## src/rtl/crlf_pkg.sv

```systemverilog
// Shared constants and types of the CRLF line-ending normalizer.
`default_nettype none

package crlf_pkg;

   // Width of the byte counter and the capacity register
   localparam int COUNT_W = 16;
   // Width of the reported written count
   localparam int WCOUNT_W = 16;

   // Line-ending characters
   localparam logic [7:0] CH_CR = 8'h0D;
   localparam logic [7:0] CH_LF = 8'h0A;

   // Most bytes one input word can produce
   localparam int MAX_BYTES = 4;
   localparam int NUM_W = $clog2(MAX_BYTES + 1);
   localparam int IDX_W = $clog2(MAX_BYTES);

   // Queue between front and back
   localparam int QDEPTH = 4;
   localparam int QPTR_W = $clog2(QDEPTH);

   // Result word packing
   localparam int RSP_FIELDS_W = 8 + 1 + 2 + WCOUNT_W;
   localparam int RSP_TDATA_W = ((RSP_FIELDS_W + 7) / 8) * 8;

   // Stream status codes
   localparam logic [1:0] ST_NONE = 2'd0;
   localparam logic [1:0] ST_CONV = 2'd1;
   localparam logic [1:0] ST_OVF  = 2'd2;

   // Scan phase of a stream
   typedef enum logic [1:0] {
      PH_SCAN = 2'd0,
      PH_PASS = 2'd1,
      PH_CONV = 2'd2
   } crlf_phase_type;

   // One classified input word, as queued for the back end
   typedef struct packed {
      logic [MAX_BYTES-1:0][7:0] bytes;
      logic [NUM_W-1:0]          num;
      logic                      last;
      logic [1:0]                status;
      logic [WCOUNT_W-1:0]       count;
   } crlf_entry_type;

   // One result word
   typedef struct packed {
      logic [7:0]          out_byte;
      logic                byte_valid;
      logic                run_last;
      logic                stream_end;
      logic [1:0]          status;
      logic [WCOUNT_W-1:0] written_count;
   } crlf_result_type;

endpackage

`default_nettype wire

```

## src/rtl/crlf_front.sv

```systemverilog
// Front end: accepts input words, tracks line-ending state and classifies each word.
`default_nettype none

module crlf_front import crlf_pkg::*; (
   input  logic               clock,
   input  logic               reset,
   input  logic               in_valid,
   input  logic [7:0]         in_byte,
   input  logic               in_last,
   output logic               in_ready,
   input  logic               csr_we,
   input  logic [COUNT_W-1:0] csr_wdata,
   input  logic               q_full,
   output logic               push,
   output crlf_entry_type     push_entry
);

   crlf_phase_type     phase_ff, phase_in, phase_nxt;
   logic               held_ff, held_in, held_nxt;
   logic [COUNT_W-1:0] count_ff, count_in, count_nxt;
   logic               ovf_ff, ovf_in, ovf_nxt;
   logic [COUNT_W-1:0] cap_ff, cap_in;

   logic                      accept;
   logic                      is_cr, is_lf;
   logic                      prefix;
   logic [1:0]                tail_n;
   logic                      tail_crlf;
   logic [7:0]                t0, t1;
   logic [MAX_BYTES-1:0][7:0] raw;
   logic [NUM_W-1:0]          n_raw;
   logic [COUNT_W:0]          diff;
   logic [NUM_W-1:0]          avail;
   logic                      over;
   logic [NUM_W-1:0]          num;
   logic [1:0]                status;

   assign in_ready = !q_full;
   assign accept   = in_valid && !q_full;
   assign is_cr    = (in_byte == CH_CR);
   assign is_lf    = (in_byte == CH_LF);

   // Register state
   always_ff @(posedge clock) begin
      if (reset) begin
         phase_ff <= PH_SCAN;
         held_ff  <= 1'b0;
         count_ff <= '0;
         ovf_ff   <= 1'b0;
         cap_ff   <= '1;
      end else begin
         phase_ff <= phase_in;
         held_ff  <= held_in;
         count_ff <= count_in;
         ovf_ff   <= ovf_in;
         cap_ff   <= cap_in;
      end
   end

   // Classify the word: optional CR LF for a held CR, then the tail
   always_comb begin
      prefix    = 1'b0;
      tail_n    = 2'd1;
      tail_crlf = 1'b0;
      held_nxt  = 1'b0;
      phase_nxt = phase_ff;
      case (phase_ff)
         PH_SCAN, PH_CONV: begin
            prefix = held_ff;
            if (held_ff && is_lf) begin
               tail_n = 2'd0;
            end else if (is_cr && !in_last) begin
               tail_n   = 2'd0;
               held_nxt = 1'b1;
            end else if (is_cr || is_lf) begin
               tail_n    = 2'd2;
               tail_crlf = 1'b1;
            end
            if (phase_ff == PH_SCAN) begin
               if (held_ff) begin
                  phase_nxt = is_lf ? PH_PASS : PH_CONV;
               end else if (is_lf || (is_cr && in_last)) begin
                  phase_nxt = PH_CONV;
               end
            end
         end
         default: begin
            tail_n = 2'd1;
         end
      endcase
   end

   // Build the byte list
   always_comb begin
      t0 = tail_crlf ? CH_CR : in_byte;
      t1 = tail_crlf ? CH_LF : 8'h00;
      if (prefix) begin
         raw = {t1, t0, CH_LF, CH_CR};
      end else begin
         raw = {8'h00, 8'h00, t1, t0};
      end
      n_raw = NUM_W'({prefix, 1'b0}) + NUM_W'(tail_n);
   end

   // Clamp against the remaining capacity
   always_comb begin
      diff = {1'b0, cap_ff} - {1'b0, count_ff};
      if (diff[COUNT_W]) begin
         avail = '0;
      end else if (diff >= (COUNT_W+1)'(MAX_BYTES)) begin
         avail = NUM_W'(MAX_BYTES);
      end else begin
         avail = diff[NUM_W-1:0];
      end
      over      = (n_raw > avail);
      num       = ovf_ff ? '0 : (over ? avail : n_raw);
      ovf_nxt   = ovf_ff || over;
      count_nxt = count_ff + COUNT_W'(num);
      if (ovf_nxt) begin
         status = ST_OVF;
      end else if (phase_nxt == PH_CONV) begin
         status = ST_CONV;
      end else begin
         status = ST_NONE;
      end
   end

   // Advance stream state on accept, clear it at stream end; csr_we loads the capacity
   always_comb begin
      phase_in = phase_ff;
      held_in  = held_ff;
      count_in = count_ff;
      ovf_in   = ovf_ff;
      cap_in   = csr_we ? csr_wdata : cap_ff;
      if (accept) begin
         if (in_last) begin
            phase_in = PH_SCAN;
            held_in  = 1'b0;
            count_in = '0;
            ovf_in   = 1'b0;
         end else begin
            phase_in = phase_nxt;
            held_in  = held_nxt;
            count_in = count_nxt;
            ovf_in   = ovf_nxt;
         end
      end
   end

   // Queue the word when it yields a result
   assign push              = accept && ((num != '0) || in_last);
   assign push_entry.bytes  = raw;
   assign push_entry.num    = num;
   assign push_entry.last   = in_last;
   assign push_entry.status = status;
   assign push_entry.count  = WCOUNT_W'(count_nxt);

endmodule

`default_nettype wire

```

## src/rtl/crlf_queue.sv

```systemverilog
// Short register queue between the front and back ends.
`default_nettype none

module crlf_queue import crlf_pkg::*; (
   input  logic           clock,
   input  logic           reset,
   input  logic           push,
   input  crlf_entry_type push_entry,
   input  logic           pop,
   output logic           full,
   output logic           head_valid,
   output crlf_entry_type head
);

   crlf_entry_type    mem_ff [QDEPTH];
   logic [QPTR_W-1:0] wr_ptr_ff, wr_ptr_in;
   logic [QPTR_W-1:0] rd_ptr_ff, rd_ptr_in;
   logic [QPTR_W:0]   fill_ff, fill_in;
   logic              do_push, do_pop;

   assign full       = (fill_ff == (QPTR_W+1)'(QDEPTH));
   assign head_valid = (fill_ff != '0);
   assign head       = mem_ff[rd_ptr_ff];
   assign do_push    = push && !full;
   assign do_pop     = pop && head_valid;

   // Advance pointers and fill level
   always_comb begin
      wr_ptr_in = do_push ? wr_ptr_ff + 1'b1 : wr_ptr_ff;
      rd_ptr_in = do_pop ? rd_ptr_ff + 1'b1 : rd_ptr_ff;
      fill_in   = fill_ff;
      if (do_push && !do_pop) begin
         fill_in = fill_ff + 1'b1;
      end else if (do_pop && !do_push) begin
         fill_in = fill_ff - 1'b1;
      end
   end

   always_ff @(posedge clock) begin
      if (reset) begin
         wr_ptr_ff <= '0;
         rd_ptr_ff <= '0;
         fill_ff   <= '0;
      end else begin
         wr_ptr_ff <= wr_ptr_in;
         rd_ptr_ff <= rd_ptr_in;
         fill_ff   <= fill_in;
      end
   end

   // Store the entry
   always_ff @(posedge clock) begin
      if (do_push) begin
         mem_ff[wr_ptr_ff] <= push_entry;
      end
   end

endmodule

`default_nettype wire

```

## src/rtl/crlf_back.sv

```systemverilog
// Back end: expands queued entries into result words through an output register.
`default_nettype none

module crlf_back import crlf_pkg::*; (
   input  logic            clock,
   input  logic            reset,
   input  logic            head_valid,
   input  crlf_entry_type  head,
   output logic            pop,
   output logic            rsp_valid,
   input  logic            rsp_ready,
   output crlf_result_type rsp
);

   logic [IDX_W-1:0] idx_ff, idx_in;
   logic             valid_ff, valid_in;
   crlf_result_type  rsp_ff, rsp_in;
   logic             load;
   logic             final_word;
   logic             has_data;

   assign load       = head_valid && (!valid_ff || rsp_ready);
   assign has_data   = (head.num != '0);
   assign final_word = !has_data || ({1'b0, idx_ff} == (head.num - 1'b1));
   assign pop        = load && final_word;
   assign rsp_valid  = valid_ff;
   assign rsp        = rsp_ff;

   // Pick the next word of the head entry
   always_comb begin
      idx_in   = idx_ff;
      valid_in = valid_ff && !rsp_ready;
      rsp_in   = rsp_ff;
      if (load) begin
         valid_in = 1'b1;
         idx_in   = final_word ? '0 : idx_ff + 1'b1;
         rsp_in.out_byte      = has_data ? head.bytes[idx_ff] : 8'h00;
         rsp_in.byte_valid    = has_data;
         rsp_in.run_last      = final_word;
         rsp_in.stream_end    = final_word && head.last;
         rsp_in.status        = (final_word && head.last) ? head.status : ST_NONE;
         rsp_in.written_count = (final_word && head.last) ? head.count : '0;
      end
   end

   always_ff @(posedge clock) begin
      if (reset) begin
         idx_ff   <= '0;
         valid_ff <= 1'b0;
      end else begin
         idx_ff   <= idx_in;
         valid_ff <= valid_in;
      end
   end

   // Hold payload until taken
   always_ff @(posedge clock) begin
      rsp_ff <= rsp_in;
   end

endmodule

`default_nettype wire

```

## src/rtl/crlf_line_ending_normalizer_unit.sv

```systemverilog
// Top level of the CRLF line-ending normalizer.
//
// Input words (req_) carry one text byte and tlast on the final byte of a stream.
// The block copies bytes until the first line ending; if that is CR LF the rest
// passes unchanged, otherwise every CR, LF or CR LF from there on goes out as CR LF.
// A CR is held for one word to see whether an LF follows it.
// Result words (rsp_) carry one output byte each (tuser high) and a run-last bit on
// the final word caused by one input word. The final word of a stream has tlast high
// and carries the status (0 unchanged, 1 converted, 2 overflow) and the byte count;
// when that input word sends no byte, a status-only word with tuser low is sent.
// csr_ writes the output capacity (reset 65535); bytes beyond it are dropped.
// An accepted input word is registered in the queue; its result words leave through
// the output register. The front end takes one word per cycle while the queue is
// not full; the back end sends one result per cycle while rsp_tready is high.
// A four-entry queue lets the two ends stall independently; req_tready falls when it
// is full. Reset clears the stream state, the queue and the output valid flag.
// A stall on rsp_tready holds the result word and backs up through the queue.
`default_nettype none

module crlf_line_ending_normalizer_unit import crlf_pkg::*; (
   input  logic                   clock,
   input  logic                   reset,
   // req_tdata: [7:0] in_byte
   input  logic [7:0]             req_tdata,
   input  logic                   req_tlast,
   input  logic                   req_tvalid,
   output logic                   req_tready,
   // rsp_tdata: [7:0] out_byte, [8] run_last, [10:9] status, [26:11] written_count
   output logic [RSP_TDATA_W-1:0] rsp_tdata,
   // rsp_tuser: [0] byte_valid
   output logic                   rsp_tuser,
   output logic                   rsp_tlast,
   output logic                   rsp_tvalid,
   input  logic                   rsp_tready,
   input  logic                   csr_we,
   input  logic [COUNT_W-1:0]     csr_wdata
);

   logic            q_full, q_push, q_pop, q_valid;
   crlf_entry_type  q_in, q_head;
   crlf_result_type rsp;

   crlf_front u_front (
      .clock      (clock),
      .reset      (reset),
      .in_valid   (req_tvalid),
      .in_byte    (req_tdata),
      .in_last    (req_tlast),
      .in_ready   (req_tready),
      .csr_we     (csr_we),
      .csr_wdata  (csr_wdata),
      .q_full     (q_full),
      .push       (q_push),
      .push_entry (q_in)
   );

   crlf_queue u_queue (
      .clock      (clock),
      .reset      (reset),
      .push       (q_push),
      .push_entry (q_in),
      .pop        (q_pop),
      .full       (q_full),
      .head_valid (q_valid),
      .head       (q_head)
   );

   crlf_back u_back (
      .clock      (clock),
      .reset      (reset),
      .head_valid (q_valid),
      .head       (q_head),
      .pop        (q_pop),
      .rsp_valid  (rsp_tvalid),
      .rsp_ready  (rsp_tready),
      .rsp        (rsp)
   );

   // Pack the result word
   assign rsp_tdata = RSP_TDATA_W'({rsp.written_count, rsp.status, rsp.run_last,
                                    rsp.out_byte});
   assign rsp_tuser = rsp.byte_valid;
   assign rsp_tlast = rsp.stream_end;

endmodule

`default_nettype wire

```

## config.mk

```make
export PLATFORM = sky130hd
export DESIGN_NAME = crlf_line_ending_normalizer_unit
export DESIGN_NICKNAME = d
export VERILOG_FILES = /design/src/rtl/crlf_pkg.sv /design/src/rtl/crlf_front.sv /design/src/rtl/crlf_queue.sv /design/src/rtl/crlf_back.sv /design/src/rtl/crlf_line_ending_normalizer_unit.sv
export SDC_FILE = /design/constraint.sdc
export NUM_CORES = 1
export LEC_CHECK = 0
export BUFFER_PORTS_ARGS = -buffer_cell sky130_fd_sc_hd__buf_2
export CAP_MARGIN = 20
export CORE_ASPECT_RATIO = 0.75
export CORE_UTILIZATION = 36
export CTS_CLUSTER_SIZE = 12
export DETAILED_ROUTE_END_ITERATION = 7
export PLACE_DENSITY_LB_ADDON = 0.3
export SLEW_MARGIN = 25
export SYNTH_ARGS = -nofsm -noshare
export SYNTH_HDL_FRONTEND = slang
export SYNTH_HIERARCHICAL = 1
export SYNTH_SLANG_ARGS = --single-unit
export TNS_END_PERCENT = 20
```

## constraint.sdc

```tcl
create_clock -name clock -period 5.95 [get_ports clock]
set_input_delay 0.2975 -clock clock [delete_from_list [all_inputs] [get_ports clock]]
set_output_delay 0.2975 -clock clock [all_outputs]
set_load 0.02 [all_outputs]
```

==> results of run 1 <==
[worst max path at each step]
stage,to,from,cells after the start
floorplan,u_front/count_ff[13],u_front/count_ff[3],26
global placement,u_queue/fill_ff[2],u_front/count_ff[2],25
detailed placement,u_front/count_ff[15],u_front/count_ff[8],25
CTS,u_front/count_ff[15],u_front/count_ff[2],26
global route,u_queue/fill_ff[2],u_front/count_ff[2],25
finish,u_front/count_ff[14],u_front/count_ff[3],27
[flip-flops by register name, indices dropped and copies added (netlist names), named ones only]
| signal | flops |
|---|---|
| u_front/count_ff | 16 |
| u_back/idx_ff | 2 |
| u_queue/mem_ff | 216 |
| u_queue/fill_ff | 3 |
| u_front/phase_ff | 2 |
| u_queue/rd_ptr_ff | 2 |
| u_back/rsp | 29 |
| u_front/cap_ff | 16 |
| u_queue/wr_ptr_ff | 2 |
| u_front/ovf_ff | 1 |
| u_back/rsp_valid | 1 |
| u_front/held_ff | 1 |
[through the flow]
stage,setup slack (ps),cells,power (mW),setup TNS [ps],instance area [um2]
detailed placement,33.5,1399,4.03,0,14100
global route,-5.71,1471,6.14,-10.1,15300
global placement,167,1398,4.00,0,14000
finish,350,1471,5.86,0,15300
floorplan,89.0,882,3.67,0,13100
CTS,17.2,1470,5.94,0,15200
[layout make-up]
class | instances | area (um2) | area share, %
sequential | 293 | 8320 | 54.4
timing repair buffer | 122 | 876 | 5.73
clock buffer | 43 | 841 | 5.50
clock inverter | 12 | 149 | 0.974
multi-input combinational | 497 | 4370 | 28.6
tap | 465 | 582 | 3.80
inverter | 39 | 146 | 0.957
[per-layer routing]
metal	vias up	GRT usage [%]	part of all wire, %
met5	-	0	0
met4	0	3.44	1.6
met3	27	2.39	4.9
met2	148	22.6	45
met1	3745	21.4	48
li1	3525	-	-
[repair_timing]
action | 4_1_cts | 5_1_grt
hold endpoints to repair | 16 | 0
hold buffers | 16 | 0
setup endpoints to repair | 0 | 51
gates resized for setup | 0 | 17
setup buffers | 0 | 1
[logic make-up (layout without fill, tap and decap cells)]
kind of cell,after synthesis,in the layout,synth area share (%)
fa+ha+maj,34,34,3.42
compound gates,128,128,6.37
mux,79,79,12.1
buf+inv,92,216,4.06
flops,293,293,63.5
xor+xnor,23,23,1.54
other cells,2,17,0.0574
simple gates,216,216,8.91
[synthesized netlist by cell type (8+ instances only)]
cell | instances | area share (%)
edfxtp_1 | 245 | 56
mux4_2 | 57 | 9.8
nor2_1 | 54 | 1.5
dfxtp_1 | 48 | 7.3
inv_1 | 39 | 1.1
nand2_1 | 39 | 1.1
and2_1 | 38 | 1.8
a21oi_1 | 36 | 1.4
ha_1 | 31 | 3.0
o21ai_0 | 30 | 1.1
buf_4 | 21 | 1.2
mux2i_1 | 17 | 1.3
xnor2_1 | 17 | 1.1
clkbuf_1 | 14 | 0.40
nand2b_1 | 10 | 0.48
nor2b_1 | 10 | 0.48
a22oi_1 | 9 | 0.52
a31oi_1 | 8 | 0.38
buf_2 | 8 | 0.31
nand3_1 | 8 | 0.31
nor3_1 | 8 | 0.31
[power by group through the flow]
stage | Combinational (mW) | Clock, mW | Sequential (mW)
floorplan | 0.819 | 0 | 2.85
global route | 1.40 | 2.02 | 2.73
CTS | 1.30 | 1.93 | 2.70
finish | 1.28 | 1.89 | 2.70
detailed placement | 1.29 | 0 | 2.74
global placement | 1.27 | 0 | 2.74
[worst reg2reg max path, delay by kind of cell, from the launching register on]
family	cells	cell delay, ps
xor+xnor	1	100
buf+inv	4	510
simple gates	10	1880
fa+ha+maj	4	1300
compound gates	8	1380
flops	1	330
==> impl_metrics.env, run 1 <==
export IMPL_clock_latency_ps=580
export IMPL_numCtsBuffers=31
export IMPL_async_flop_share_pct=0
export IMPL_finClkSkew_ps=16.3
export IMPL_core_area_um2=35800
export IMPL_power_density_nw_per_um2=384
export IMPL_globalplace_congestion=0.809
export IMPL_fin_crit_sh_pct=94.1
export IMPL_outcome="completed"
export IMPL_r2r_cells=27
export IMPL_ys_warn_count=6
export IMPL_vdd_drop_max_v=0.000247
export IMPL_ant_nets=0
export IMPL_final_common_cell="edfxtp_1"
export IMPL_worst_path_buf_inv=4
export IMPL_start_kind="flop"
export IMPL_maxCapViolations=0
export IMPL_final_nets=1048
export IMPL_area_growth_pct=16.8
export IMPL_portBuffers=60
export IMPL_htreeDepth=1
export IMPL_ys_seq_area_share_pct=63.5
export IMPL_tightest_slew_ps=755
export IMPL_critPathTopFamily="simple AND/OR/NAND/NOR gates"
export IMPL_whs_ps=68.1
export IMPL_grt_pass1_vias=7453
export IMPL_cp_slowest_stage_delay_ps=600
export IMPL_synth_cells=867
export IMPL_grt_max_degree=51
export IMPL_tritoncts="done"
export IMPL_dp_hpwl_mm=17.2
export IMPL_grt_pass1_wl_mm=42.5
export IMPL_drive_gt1_share_pct=24.2
export IMPL_fmax_mhz=179
export IMPL_final_cell_mix="245 x edfxtp_1, 60 x buf_2, 57 x mux4_2, 53 x nor2_1, 46 x dfxtp_1"
export IMPL_gr_total_overflow=0
export IMPL_via_count=7445
export IMPL_clk_path_buf_depth=3
export IMPL_drc=0
export IMPL_clkPwrFrac_pct=32.2
export IMPL_grt_total_usage_pct=14.6
export IMPL_yosys_most_used_dff="edfxtp_1"
export IMPL_crit_fanout=7
export IMPL_leakage_nw=5.30
export IMPL_synth_edf_count=245
export IMPL_synth_seq_cells=293
export IMPL_setup_violations=0
export IMPL_die_w_um=222
export IMPL_min_path_cells=3
export IMPL_wl_per_cell_um=18.2
export IMPL_cp_slowest_cell="or4_2"
export IMPL_synth_area_um2=13100
export IMPL_die_h_um=167
export IMPL_ios=66
export IMPL_viasPerCell=5.06
export IMPL_crit_top_cell="ha_1"
export IMPL_ctsRootBufferMaster="clkbuf_16"
export IMPL_worstSetupEndpointType="flop"
export IMPL_antenna_cells=0
export IMPL_r2r_slack_ps=350
export IMPL_hold_violations=0
export IMPL_dr_pass1_iters=5
export IMPL_required_ps=6400
export IMPL_rows=60
export IMPL_drt_wl_total_mm=26.7
export IMPL_hold_class="in -> reg"
export IMPL_p_seq_share_pct=46.0
export IMPL_slew_headroom_pct=49.6
export IMPL_slew_viol_final=0
export IMPL_power_switching_mw=1.60
export IMPL_period_minus_slack_ps=5600
export IMPL_clk_pin_slew_ps=60
export IMPL_rr_startpoint="u_front/count_ff[3]"
export IMPL_antenna_found_initial=0
export IMPL_switching_share_pct=27.3
export IMPL_initial_utilization_pct=36.6
export IMPL_fillers=3201
export IMPL_drt_initial_drc_count=458
export IMPL_final_util_pct=42.7
export IMPL_fp_dieArea_um2=37100
export IMPL_arrival_ps=6050
export IMPL_power_frac_comb_pct=21.8
export IMPL_hold_start="rsp_tready"
export IMPL_clock_sinks=293
export IMPL_internal_power_mw=4.26
export IMPL_min_to="u_back/rsp_valid"
export IMPL_reg2reg_to="u_front/count_ff[14]"
export IMPL_yosysUniqueCellTypes=70
export IMPL_syn_area_per_cell_um2=15.1
export IMPL_critPathKind="reg -> reg"
Note: power is estimated with default switching activity, not from simulation.
==> run 2: changes to the inputs <==
--- a/config.mk
+++ b/config.mk
@@ -11,7 +11,7 @@
 export CORE_UTILIZATION = 36
 export CTS_CLUSTER_SIZE = 12
 export DETAILED_ROUTE_END_ITERATION = 7
-export PLACE_DENSITY_LB_ADDON = 0.3
+export PLACE_DENSITY_LB_ADDON = 0.05
 export SLEW_MARGIN = 25
 export SYNTH_ARGS = -nofsm -noshare
 export SYNTH_HDL_FRONTEND = slang
==> run 2 against run 1 <==
Clock-buffer cell count is 9 higher. Global-route usage is 1.6 points higher. Design area is 0.74% higher. Final cell count is 0.27% higher. Sequential share of layout area is 0.39 points lower. Combinational power hardly changed. Setup slack worse by 6.1 ps. Die area stayed put. Non-clock buffer count is 1 higher. Via count is 1.2% higher. Hold slack worse by 37 ps. Largest cell class unchanged.
==> impl_metrics.env, run 2 (synthesis gave the netlist of run 1 again) <==
export IMPL_clock_latency_ps=570
export IMPL_clkPwrFrac_pct=31.8
export IMPL_critPathTopFamily="simple AND/OR/NAND/NOR gates"
export IMPL_r2r_cells=26
export IMPL_fmax_mhz=178
export IMPL_globalplace_congestion=0.826
export IMPL_finClkSkew_ps=15.3
export IMPL_outcome="completed"
export IMPL_worst_path_buf_inv=4
export IMPL_dr_pass1_iters=5
export IMPL_die_w_um=222
export IMPL_grt_total_usage_pct=16.2
export IMPL_tritoncts="done"
export IMPL_fillers=3252
export IMPL_internal_power_mw=4.24
export IMPL_maxCapViolations=0
export IMPL_fin_crit_sh_pct=94.2
export IMPL_drt_initial_drc_count=385
export IMPL_critPathKind="reg -> reg"
export IMPL_final_nets=1049
export IMPL_multiInputGateArea_um2=4490
export IMPL_final_common_cell="edfxtp_1"
export IMPL_start_kind="flop"
export IMPL_p_seq_share_pct=46.7
export IMPL_setup_violations=0
export IMPL_arrival_ps=5930
export IMPL_placed_cells=1395
export IMPL_dr_max_layer_used="met5"
export IMPL_power_density_nw_per_um2=382
export IMPL_die_h_um=167
export IMPL_worstSetupEndpointType="flop"
export IMPL_cp_slowest_stage_delay_ps=560
export IMPL_ant_nets=0
export IMPL_core_area_um2=35800
export IMPL_gr_total_overflow=0
export IMPL_min_path_cells=3
export IMPL_cp_slowest_cell="or4_1"
export IMPL_drc=0
export IMPL_grt_pass1_wl_mm=45.8
export IMPL_dp_slack_ps=-99.5
export IMPL_slew_headroom_pct=35.1
export IMPL_largest_reg_flops=216
export IMPL_viasPerCell=5.11
export IMPL_ios=66
export IMPL_area_growth_pct=17.7
export IMPL_hold_violations=0
export IMPL_met1_length_mm=14.7
export IMPL_clk_path_buf_depth=3
export IMPL_crit_fanout=6
export IMPL_power_switching_mw=1.64
export IMPL_period_minus_slack_ps=5610
export IMPL_post_route_worst_setup_slack_ps=344
export IMPL_grt_setup_unrepaired="no"
export IMPL_initial_utilization_pct=36.6
export IMPL_antenna_found_initial=1
export IMPL_dr_wl_met2_mm=13.3
export IMPL_dr_wl_met3_mm=1.23
export IMPL_via_count=7532
export IMPL_rows=60
export IMPL_regMostFlops="u_queue/mem_ff"
export IMPL_switching_share_pct=27.9
export IMPL_dp_hpwl_mm=19.3
export IMPL_required_ps=6270
export IMPL_htreeDepth=1
export IMPL_grt_pass1_vias=7703
export IMPL_power_frac_comb_pct=21.5
export IMPL_wl_per_cell_um=20.2
export IMPL_drt_wl_total_mm=29.8
export IMPL_clk_pin_slew_ps=60
export IMPL_final_cell_mix="245 x edfxtp_1, 60 x buf_2, 57 x mux4_2, 54 x nor2_1, 45 x dfxtp_1"
export IMPL_vdd_drop_max_v=0.000228
export IMPL_fp_dieArea_um2=37100
export IMPL_ctsRootBufferMaster="clkbuf_16"
export IMPL_seq_area_um2=8320
export IMPL_slew_viol_final=0
export IMPL_antenna_cells=0
export IMPL_tightest_slew_ps=973
export IMPL_grt_max_degree=41
export IMPL_leakage_nw=5.29
export IMPL_cp_depth=26
export IMPL_layout_cells_non_filler=1475
export IMPL_hold_class="in -> reg"
export IMPL_portBuffers=60
export IMPL_numCtsBuffers=31
export IMPL_clock_sinks=293
export IMPL_drive_gt1_share_pct=26.5
## run 2: layout make-up
type                    count  area share, %
clock inverters             6          0.227
inverters                  39          0.950
multi-input cells         497           29.1
repair buffers            123           5.60
clock buffers              52           6.26
flip-flops and latches    293           54.0
well taps                 465           3.78
## run 2: worst reg2reg max path, stage by stage (launching register included)
cell	delay, ps
dfxtp_1	360
inv_1	90
ha_4	270
nor2b_4	130
a221oi_2	250
xnor2_1	140
or4_1	570
a211oi_2	160
o211a_1	180
nand4_1	160
or2_1	260
ha_1	300
nor2b_1	130
o21ai_1	110
inv_1	70
o21ai_2	210
buf_4	160
nand2_1	60
a21oi_2	250
fa_2	270
a21oi_1	90
nor4_2	250
and4_1	270
and3_4	220
nand3_2	100
xnor2_2	170
buf_4	140
## run 2: repair_timing
| item | in CTS | in global routing |
|---|---|---|
| endpoints found under the hold margin | 16 | 0 |
| buffers inserted | 0 | 6 |
| hold buffers | 16 | 0 |
| gates resized for setup | 3 | 39 |
| setup endpoints to repair | 7 | 118 |
| pin swaps | 0 | 14 |
## run 2: stage by stage
stage	power [mW]	utilization (%)	TNS (ps)	hold slack (ps)	cell area (um2)
floorplan	3.67	-	0	367	13100
global placement	4.03	39.1	0	464	14000
detailed placement	4.06	39.1	-99.5	479	14000
CTS	5.96	42.4	0	2.01	15200
global route	6.17	43.0	0	73.4	15400
finish	5.88	43.0	0	31.3	15400
## run 2: path summary, 6_finish.rpt
path / startpoint / endpoint / slack, ps
worst max register to register: u_front/count_ff[2] / u_queue/mem_ff[3][14] / 340
worst min register to register: u_front/cap_ff[6] / u_front/cap_ff[6] / 480
worst max-delay path: u_front/count_ff[2] / u_queue/mem_ff[3][14] / 340
worst min-delay path: rsp_tready / u_back/rsp_valid / 30
## run 2: per-layer routing
| metal | GRT usage, % | vias to the layer above |
|---|---|---|
| li1 | - | 3528 |
| met1 | 23.9 | 3831 |
| met2 | 24.8 | 134 |
| met3 | 2.98 | 37 |
| met4 | 3.41 | 2 |
| met5 | 0 | - |
## run 2: power groups by stage
stage | sequential, mW | clock, mW | combinational, mW
3_3_place_gp | 2.78 | 0 | 1.25
4_1_cts | 2.76 | 1.93 | 1.27
5_1_grt | 2.79 | 2.01 | 1.38
6_report | 2.75 | 1.87 | 1.26
2_1_floorplan | 2.85 | 0 | 0.819
3_5_place_dp | 2.80 | 0 | 1.26
